<file path="config.mk">
export PLATFORM = sky130hd
export DESIGN_NAME = lzwd_engine
export DESIGN_NICKNAME = d
export VERILOG_FILES = /design/src/rtl/core/lzwd_pkg.sv /design/src/rtl/core/lzwd_engine.sv
export SDC_FILE = /design/constraint.sdc
export NUM_CORES = 1
export LEC_CHECK = 0
export ABC_AREA = 1
export BUFFER_PORTS_ARGS = -buffer_cell sky130_fd_sc_hd__buf_2
export CORE_MARGIN = 4
export CORE_UTILIZATION = 42
export CTS_CLUSTER_SIZE = 16
export DETAILED_ROUTE_END_ITERATION = 7
export MAX_ROUTING_LAYER = met4
export REMOVE_ABC_BUFFERS = 1
export SLEW_MARGIN = 25
export SYNTH_ARGS = -nofsm -noshare
export SYNTH_HDL_FRONTEND = slang
export SYNTH_SLANG_ARGS = --single-unit
</file>
<file path="constraint.sdc">
create_clock -name clk -period 2.55 [get_ports clk]
set_input_delay 0.255 -clock clk [delete_from_list [all_inputs] [get_ports clk]]
set_output_delay 0.255 -clock clk [all_outputs]
set_load 0.05 [all_outputs]
</file>
<file path="src/rtl/core/lzwd_pkg.sv">
// Shared constants and types of the LZSS window decoder.
package lzwd_pkg;

  localparam int unsigned WIN_AW     = 12;
  localparam int unsigned FILL_W     = WIN_AW + 1;
  localparam int unsigned CNT_W      = 5;

  localparam logic [FILL_W-1:0] WIN_DEPTH    = FILL_W'(4096);
  localparam logic [WIN_AW-1:0] WR_START     = WIN_AW'(4096 - 18);
  localparam logic [7:0]        SPACE_BYTE   = 8'h20;
  localparam logic [CNT_W-1:0]  MIN_MATCH_M1 = CNT_W'(2);
  localparam logic [15:0]       FLAG_FILL    = 16'hff00;

  // One decoded byte handed from the engine to the output register.
  typedef struct packed {
    logic       valid;
    logic [7:0] data;
    logic       last;
  } emit_t;

  // Window memory access: one read request and one write request.
  typedef struct packed {
    logic              re;
    logic [WIN_AW-1:0] raddr;
    logic              we;
    logic [WIN_AW-1:0] waddr;
    logic [7:0]        wdata;
  } ram_req_t;

endpackage

</file>
<file path="src/rtl/core/lzwd_engine.sv">
// Flag parsing, copy sequencing and window bookkeeping of the LZSS decoder.
module lzwd_engine (
  input  logic                 clk,
  input  logic                 rst_n,
  input  logic                 acc,
  input  logic [7:0]           in_byte,
  input  logic                 in_end,
  input  logic                 out_free,
  output logic                 idle,
  output lzwd_pkg::emit_t      emit,
  output lzwd_pkg::ram_req_t   ram_req,
  input  logic [7:0]           ram_q
);

  localparam int unsigned AW = lzwd_pkg::WIN_AW;
  localparam int unsigned FW = lzwd_pkg::FILL_W;
  localparam int unsigned CW = lzwd_pkg::CNT_W;

  logic [15:0]   flag_r, flag_nxt;
  logic          pair_pend_r, pair_pend_nxt;
  logic [7:0]    pair_lo_r, pair_lo_nxt;
  logic [AW-1:0] wp_r, wp_nxt;
  logic [FW-1:0] fill_r, fill_nxt;
  logic [AW-1:0] src_r, src_nxt;
  logic [CW-1:0] iss_left_r, iss_left_nxt;
  logic [CW-1:0] cons_left_r, cons_left_nxt;
  logic          end_pend_r, end_pend_nxt;
  logic          rd_pend_r, rd_pend_nxt;
  logic          rd_valid_r, rd_valid_nxt;
  logic          fwd_hit_r, fwd_hit_nxt;
  logic [7:0]    fwd_data_r, fwd_data_nxt;

  logic          consume;
  logic          lit;
  logic          issue;
  logic          last_copy;
  logic [AW-1:0] rd_off;
  logic          rd_written;
  logic [7:0]    rd_data;
  logic [CW-1:0] copy_cnt;

  assign idle      = (cons_left_r == '0);
  assign consume   = rd_pend_r && out_free;
  assign last_copy = (cons_left_r == CW'(1));
  assign lit       = acc && !pair_pend_r && flag_r[8] && flag_r[0];
  assign issue     = (iss_left_r != '0) && (!rd_pend_r || consume);
  assign copy_cnt  = {1'b0, in_byte[3:0]} + lzwd_pkg::MIN_MATCH_M1 + CW'(1);

  // An entry has been written in this stream when its offset from the start
  // position lies below the number of bytes written so far.
  assign rd_off     = src_r - lzwd_pkg::WR_START;
  assign rd_written = ({1'b0, rd_off} < fill_r);

  assign rd_data = fwd_hit_r  ? fwd_data_r :
                   rd_valid_r ? ram_q      : lzwd_pkg::SPACE_BYTE;

  always_comb begin
    emit.valid = lit || consume;
    emit.data  = lit ? in_byte : rd_data;
    emit.last  = lit || last_copy;

    ram_req.re    = issue;
    ram_req.raddr = src_r;
    ram_req.we    = emit.valid;
    ram_req.waddr = wp_r;
    ram_req.wdata = emit.data;
  end

  always_comb begin
    flag_nxt      = flag_r;
    pair_pend_nxt = pair_pend_r;
    pair_lo_nxt   = pair_lo_r;
    wp_nxt        = wp_r;
    fill_nxt      = fill_r;
    src_nxt       = src_r;
    iss_left_nxt  = iss_left_r;
    cons_left_nxt = cons_left_r;
    end_pend_nxt  = end_pend_r;
    rd_pend_nxt   = rd_pend_r;
    rd_valid_nxt  = rd_valid_r;
    fwd_hit_nxt   = fwd_hit_r;
    fwd_data_nxt  = fwd_data_r;

    // A read issued in the same cycle as a write to its address sees the old
    // entry, so the written byte is kept aside and used instead.
    if (issue) begin
      src_nxt      = src_r + AW'(1);
      iss_left_nxt = iss_left_r - CW'(1);
      rd_pend_nxt  = 1'b1;
      rd_valid_nxt = rd_written;
      fwd_hit_nxt  = ram_req.we && (ram_req.waddr == src_r);
      fwd_data_nxt = ram_req.wdata;
    end else if (consume) begin
      rd_pend_nxt = 1'b0;
    end

    if (emit.valid) begin
      wp_nxt = wp_r + AW'(1);
      if (fill_r != lzwd_pkg::WIN_DEPTH) begin
        fill_nxt = fill_r + FW'(1);
      end
    end

    if (consume) begin
      cons_left_nxt = cons_left_r - CW'(1);
    end

    if (acc) begin
      if (pair_pend_r) begin
        src_nxt       = {in_byte[7:4], pair_lo_r};
        iss_left_nxt  = copy_cnt;
        cons_left_nxt = copy_cnt;
        pair_pend_nxt = 1'b0;
        flag_nxt      = flag_r >> 1;
        end_pend_nxt  = in_end;
      end else if (!flag_r[8]) begin
        flag_nxt = lzwd_pkg::FLAG_FILL | {8'h00, in_byte};
      end else if (flag_r[0]) begin
        flag_nxt = flag_r >> 1;
      end else begin
        pair_lo_nxt   = in_byte;
        pair_pend_nxt = 1'b1;
      end
    end

    // Stream end restores the start state once the item's last byte is out.
    if ((acc && in_end && !pair_pend_r) || (consume && last_copy && end_pend_r)) begin
      flag_nxt      = '0;
      pair_pend_nxt = 1'b0;
      wp_nxt        = lzwd_pkg::WR_START;
      fill_nxt      = '0;
      end_pend_nxt  = 1'b0;
    end
  end

  always_ff @(posedge clk) begin
    if (!rst_n) begin
      flag_r      <= '0;
      pair_pend_r <= 1'b0;
      wp_r        <= lzwd_pkg::WR_START;
      fill_r      <= '0;
      iss_left_r  <= '0;
      cons_left_r <= '0;
      end_pend_r  <= 1'b0;
      rd_pend_r   <= 1'b0;
    end else begin
      flag_r      <= flag_nxt;
      pair_pend_r <= pair_pend_nxt;
      wp_r        <= wp_nxt;
      fill_r      <= fill_nxt;
      iss_left_r  <= iss_left_nxt;
      cons_left_r <= cons_left_nxt;
      end_pend_r  <= end_pend_nxt;
      rd_pend_r   <= rd_pend_nxt;
    end
  end

  always_ff @(posedge clk) begin
    pair_lo_r  <= pair_lo_nxt;
    src_r      <= src_nxt;
    rd_valid_r <= rd_valid_nxt;
    fwd_hit_r  <= fwd_hit_nxt;
    fwd_data_r <= fwd_data_nxt;
  end

  a_rd_within_copy: assert property (@(posedge clk) disable iff (!rst_n)
    rd_pend_r |-> (cons_left_r != '0))
    else $error("read outstanding with no copy byte left");

  a_issue_not_ahead: assert property (@(posedge clk) disable iff (!rst_n)
    iss_left_r <= cons_left_r)
    else $error("more reads left than bytes to deliver");

  a_accept_when_idle: assert property (@(posedge clk) disable iff (!rst_n)
    acc |-> (cons_left_r == '0))
    else $error("input taken during a copy");

  a_last_all_issued: assert property (@(posedge clk) disable iff (!rst_n)
    (consume && last_copy) |-> (iss_left_r == '0))
    else $error("copy finished with reads still to issue");

  a_fill_bound: assert property (@(posedge clk) disable iff (!rst_n)
    fill_r <= lzwd_pkg::WIN_DEPTH)
    else $error("fill count beyond window depth");

endmodule

</file>
==> results of run 1 <==
logic make-up (layout without fill, tap and decap cells):
group	Yosys count	in the layout	share of synthesized area
buffers and inverters	116	176	0.102
xor gates and xnor gates	28	28	0.0500
adders and majority gates	21	21	0.0536
AOI/OAI and AO/OA	112	112	0.130
and+or+nand+nor	319	319	0.285
DFF	84	84	0.380
flip-flops by register name, summed over array words and instances, names as in the netlist, 5 cells and up:
name         count
fill_r          13
iss_left_r       5
pair_lo_r        8
wp_r            12
src_r           12
cons_left_r      5
flag_r          16
fwd_data_r       8
routing by layer:
layer,part of all wire,wire (um),vias to the layer above,GRT usage
met1,0.49,6260,2061,0.277
li1,-,-,2334,-
met4,0.015,195,0,0.0758
met2,0.45,5710,116,0.323
met5,0,0,-,-
met3,0.048,607,14,0.0292
stage by stage:
step / TNS, ns / power (W)
2_1_floorplan: -4.16 / 0.00432
3_3_place_gp: 0 / 0.00509
3_5_place_dp: 0 / 0.00515
4_1_cts: 0 / 0.00649
5_1_grt: 0 / 0.00694
6_report: 0 / 0.00645
worst min path at each step:
stage,start,to,slack [ns],cells past startpoint
finish,in_byte[5],pair_lo_r[5],0.15,1
global route,in_byte[5],pair_lo_r[5],0.13,1
CTS,in_byte[5],pair_lo_r[5],0.14,1
detailed placement,pair_lo_r[0],src_r[0],0.45,2
global placement,pair_lo_r[0],src_r[0],0.43,2
floorplan,in_byte[0],pair_lo_r[0],0.35,0
cells in the mapped netlist (all sizes together), types with 3 or more instances:
cell type  count  share of area
o22ai          3         0.0038
nand3         41          0.043
ha            21          0.054
nor2          75          0.059
nand2        159           0.13
a221oi         7          0.013
or2            4         0.0051
clkbuf         3         0.0026
a21oi         49          0.050
a22oi          7          0.011
o21ai         38          0.040
nand4         14          0.018
nor3          25          0.028
dfxtp         66           0.27
inv           87          0.067
buf           25          0.031
edfxtp        18           0.11
xor2          26          0.046
timing repair:
| item | CTS | global route |
|---|---|---|
| endpoints found under the setup margin | 0 | 1 |
| setup buffers | 0 | 0 |
| resized for setup | 0 | 2 |
area by class of cell:
| type | instances | share of cell area |
|---|---|---|
| Clock buffer | 12 | 0.0441 |
| Clock inverter | 4 | 0.00894 |
| Inverter | 88 | 0.0597 |
| Multi-Input combinational cell | 480 | 0.455 |
| Sequential cell | 84 | 0.333 |
| Tap cell | 143 | 0.0320 |
| Timing Repair Buffer | 72 | 0.0675 |
power groups by stage:
stage          Sequential [W]  Clock, W  Combinational [W]
3_5_place_dp          0.00197         0            0.00318
2_1_floorplan         0.00228         0            0.00204
6_report              0.00195   0.00132            0.00318
5_1_grt               0.00199   0.00142            0.00352
3_3_place_gp          0.00196         0            0.00313
4_1_cts               0.00195   0.00136            0.00319
cells in the final DEF, fill, tap and decap left out, drive strengths merged, types with 7 or more instances in the layout:
cell type,instances
buf,72
nor3,25
ha,21
clkbuf,12
dfxtp,66
inv,87
a221oi,7
nand2,159
a21oi,49
nor2,75
a22oi,7
edfxtp,18
nand4,14
o21ai,38
xor2,26
nand3,41
==> reports/summary.md, run 1 <==
The flow ran to the end, and the final reports show no timing, DRC or antenna violations. For the worst slack on hold paths, the log shows 0.145 ns. Setup repair after global routing left no endpoint under its margin. The main flop type after synthesis was dfxtp_1. The area growth from synthesis to layout is 14.1%.

In this run the count of I/O pins placed on the die edge is 66. The tree is rooted in a clkbuf_16. The remaining design rule violation count came out at 0. The reg-to-reg critical path startpoint was src_r[3]. The design internal power is 0.00335 W.

For this block, the via count after detailed routing is 4525. After clock tree synthesis, the clock-pin slew on the worst setup and hold paths is 0.07 ns. After routing the design area is 5600 um^2. Broken down by cell family, the worst path's largest delay share belongs to buffers and inverters.

The power share of the combinational group was 0.493; the slew at the pin closest to its max-slew limit was 0.744 ns. The logs give 883 for the number of non-filler instances in the completed layout and 0.490 for the end-of-flow core utilization. For the reg-to-reg setup timing slack, the log shows 0.28 ns. The proportion of synthesized flip-flops having asynchronous set or reset was 0. The worst-case headroom to the max-slew limit was 0.502; the number of enable flip-flop cells after synthesis was 18. The synthesized design contains 84 register bits. The tool flagged a number of max-cap violations equal to 0. The number of nets in the layout is 777. Following the worst setup path forward leads to its endpoint at ram_req[33]. STA classifies the critical path startpoint as a register. The number of rows created at floorplan is 39, and the relative contribution of sequential cells to total power is 0.302. The core region is 11400 um^2.

For this run, the number of Yosys warnings is 0. For the worst endpoint data arrival time, the log shows 2.06 ns. Entering global routing, the biggest net connects 22 pins. TritonCTS built the clock tree. The initial core utilization is 0.430, and the remaining antenna violation count is 0. Counting every sink on the clock net gives 84.

VDD sags by at most 0.988 mV. Worst-path cell with the longest stage delay: dfxtp_1. The power spent charging and discharging nets was 0.00311 W.

The worst hold path belongs to the class in -> reg. The logs give 867 for the cell total after placement and 9 for the number of buffers created by CTS. In the routed layout, each cell is associated on average with a via count of 5.12. In this run the number of cells on the critical path is 6. The initial antenna violation count is 0, and the mean routed wirelength per cell is 14.5 um. The first routing iteration left 249 violations. Prior to clock tree synthesis, the placed netlist has a worst setup slack of 0.268 ns. The logs give 0.35 ns for the latest clock arrival within the worst-skew pair and 0.00839 ns for the final setup skew.

The tools report the share of total power in the clock network as 0.205. At the end of routability-driven placement, the weighted congestion stood at 0.929. The tools report the number of fill cells as 1173.

The number of diodes added for antenna fixing came out at 0. Global routing finished with a remaining overflow of 0. The final worst-path cycle share came out at 0.907. The share of cells above drive strength 1 came out at 0.146. The capturing element type of the critical path is an output pin. The first global-routing pass estimated 21400 um of wire.

Registers take 1860 um^2. In this design, the stage delay of the slowest critical-path cell is 0.35 ns. In this run the worst path has a maximum fanout of 18.

At the worst endpoint, the required time is 2.30 ns. The net switching share of the total power came out at 0.482. The netlist area before placement is 4900 um^2.

In this run the worst setup path begins at iss_left_r[0]. Port buffering added 65 buffers. Detailed placement finished with a half-perimeter wire length of 9600 um. The die is 116 um tall. Walking the worst path, the cells encountered are inv_1, ha_1, nand3_1, nand2_2, inv_2, buf_2. The analysis attributes to cell leakage a power of 2.61 nW. Setup violations remaining at the end of the flow were counted as 0. The number of global-route vias before repair is 4436.

The all-layer global routing usage was 0.208; the sequential area share after synthesis was 0.380. For the finished layout, the period the worst path requires is 2.31 ns. Counting along the longest clock path gives a buffer depth of 2. Wires add up to 12800 um. In this run the critical register-to-register path is captured at rd_valid_r. The floorplan die area was 13500 um^2; the width of the die was 116 um.

Power spread over the standard cell area amounts to 1150 nW/um^2. The count of unique library cells instantiated by Yosys came out at 40. The logs give 0 for the count of endpoints failing hold in the final timing report and 5300 um^2 for the total placed instance area.

The final worst slack was 0.238 ns. The tools report the total count of max-transition violations in the final report as 0. The per-instance average area after synthesis was 7.21 um^2. The tools report the number of detailed-routing iterations run before antenna repair as 5. The type of the setup path with the least slack is reg -> out.

The deepest level of the CTS H-tree is 3, and the number of hold-repair buffers added at the cts stage is 0. The logic depth of the worst register-to-register path was 10. The critical path contains buffers and inverters numbering 3 combined. After technology mapping, the gate count stands at 680.

Derived from the worst setup path, the maximum achievable clock frequency is 0.433 GHz. Summing all multi-input logic gate instances after layout gives 2540 um^2.
Power figures use the tool's default switching activity.
==> run 2: changes to the inputs <==
- CORE_UTILIZATION: 42 -> 58
- CTS_CLUSTER_DIAMETER: not set -> 40
- PLACE_DENSITY: not set -> 0.8
==> reports/summary.md, run 2 (synthesis results as in run 1) <==
The first global-routing pass estimated 20500 um of wire. The initialized floorplan defines 33 standard-cell rows. Port buffering added 65 buffers. CTS saw 84 sinks. The type of the setup path with the least slack is reg -> reg.

The final worst-path cycle share was 0.901; the number of buffers on the longest clock path was 2. The largest fanout on the critical path is 6. At the worst endpoint, the arrival time is 2.42 ns. After layout, the minimum clock period comes to 2.30 ns. The count of endpoints failing hold in the final timing report came out at 0. The number of hold-repair buffers added at the cts stage is 0. The number of stages on the worst hold path is 1, and the remaining global-route overflow is 0.

The worst setup path is captured at a register. The tree is rooted in a clkbuf_8. Setup repair after global routing left no endpoint under its margin. The number of global-route vias before repair came out at 4435. The share of cells above drive strength 1 works out to 0.150. The first routing iteration left 304 violations. Setup violations remaining at the end of the flow were counted as 0.

Critical path launch point type: a register. After filler insertion, the fill cell instance count of the layout stands at 731. The logs give 0.597 for the initial core utilization and 5260 um^2 for the total placed instance area. Across the run, the number of max-cap violations was 0.

The worst-case headroom to the max-slew limit was 0.504. In the final routed layout, each cell accounts on average for 14.6 um. For the number of buffers created by CTS, the log shows 9. The floorplan step set the die height to 100 um. The flow ran to the end, and the final reports show no timing, DRC or antenna violations. Remaining design rule violation count: 0. In the layout the commonest cells are 153 x nand2_1, 83 x inv_1, 73 x nor2_1. On the final layout, the worst hold slack is 0.121 ns. The HPWL after detailed placement is 9130 um. For the worst-skew pair, the clock arrives at the later sink with an insertion delay of 0.36 ns.

Summed negative setup slack over all endpoints: 0 ns. The logs give 0 for the initial antenna violation count and 22 for the pin count of the biggest net entering global routing. The register with the most flip-flops in the layout has 16 of them. After detailed routing, the total wire length is 12300 um. Using the TritonRoute via totals, the vias-per-cell ratio works out to 5.54.

With fillers left out, the area of the finished cells amounts to 5450 um^2. 66 I/O pins were placed. For this run, the post-layout net count is 778.

For the worst setup path, the data required time is 2.67 ns. The width of the die is 100 um. The tools report the fmax as 0.435 GHz. In the final layout, the registers with the most flip-flops are flag_r (16), fill_r (13). The detailed router placed 4691 vias in this run. The total count of max-transition violations in the final report was 0. TritonCTS built the clock tree. Clock skew on the completed layout was measured at 0.00949 ns.

Power spread over the standard cell area amounts to 1120 nW/um^2. In this run the static leakage power is 2.57 nW. The signed area change from the synthesized netlist to the final layout was 11.2%; the routability congestion estimate was 0.964. Across the VDD grid, the largest voltage drop is 1.21 mV. The logs give 0 for the number of diodes added for antenna fixing and 3 for the deepest level of the CTS H-tree. The all-layer global routing usage was 0.260. The core area came out at 8220 um^2. The register with the most flip-flops in the final layout is flag_r. The tightest min-delay check is of the in -> reg type. The detail route stage leaves a number of antenna-violating nets equal to 0. The clock slew seen by the registers of the worst setup and hold paths is 0.09 ns. Most common cell after layout, fill and taps aside: nand2_1. For the floorplan die area, the log shows 9990 um^2. The tools report the number of detailed-routing iterations run before antenna repair as 5. For the worst flop-to-flop path, the logic depth is 11.

The tools report the total power of the final layout as 0.00611 W. For the pin with the worst max-slew slack, the measured transition is 0.742 ns.
==> run 2: cell types whose count changed in the layout (fill, tap and decap cells not counted) <==
cell        delta
clkbuf_16      -8
clkbuf_8       +8
inv_6          +2
buf_4          +1
bufinv_16      -1
clkbuf_1       -1
clkinv_1       -1
clkinv_4       +1
clkinvlp_4     -1
inv_4          +1
==> run 2: routing by layer <==
| layer | global-route usage | vias to the layer above | routed length, um |
|---|---|---|---|
| li1 | - | 2333 | - |
| met1 | 0.337 | 2165 | 5480 |
| met2 | 0.413 | 167 | 5760 |
| met3 | 0.0424 | 26 | 812 |
| met4 | 0.0935 | 0 | 267 |
| met5 | - | - | 0 |
==> run 2: cell type report <==
type                            instances  area, um^2  share of cell area
Clock buffer                           11         153              0.0280
Clock inverter                          5        41.3             0.00757
Inverter                               88         334              0.0613
Multi-Input combinational cell        480        2540               0.467
Sequential cell                        84        1860               0.342
Tap cell                              105         131              0.0241
Timing Repair Buffer                   73         385              0.0707
==> run 2: path summary, 6_finish.rpt <==
kind	from	endpoint	slack (ns)
setup / recovery	src_r[1]	rd_valid_r	0.25
hold / removal	in_byte[5]	pair_lo_r[5]	0.12
setup reg to reg	src_r[1]	rd_valid_r	0.25
hold reg to reg	pair_lo_r[0]	src_r[0]	0.46
==> run 2: repair_timing <==
action | 4_1_cts | 5_1_grt
resized for setup | 0 | 2
buffers inserted | 0 | 0
endpoints found under the setup margin | 0 | 1
==> run 2: where the power goes <==
group	internal, W	switching (W)
clock network	0.000425	0.000531
logic	0.000891	0.00231
registers	0.00168	0.000275
==> run 2: stage by stage <==
stage	utilization	instances	setup WS, ns
after global routing	0.664	846	0.0355
after global placement	0.640	830	0.352
after floorplan	-	652	-0.897
final	0.664	846	0.253
after detailed placement	0.640	830	0.266
after CTS	0.663	846	0.242
==> run 2: critical path, stage by stage, from the launching register on <==
cell and delay (ns):
dfxtp_1 0.44, ha_2 0.26, a21oi_1 0.12, nor2_1 0.19
nand2_1 0.09, xor2_1 0.15, ha_1 0.29, inv_1 0.04
nor2_1 0.12, nand3_1 0.09, nor3_1 0.21, nor2_1 0.07
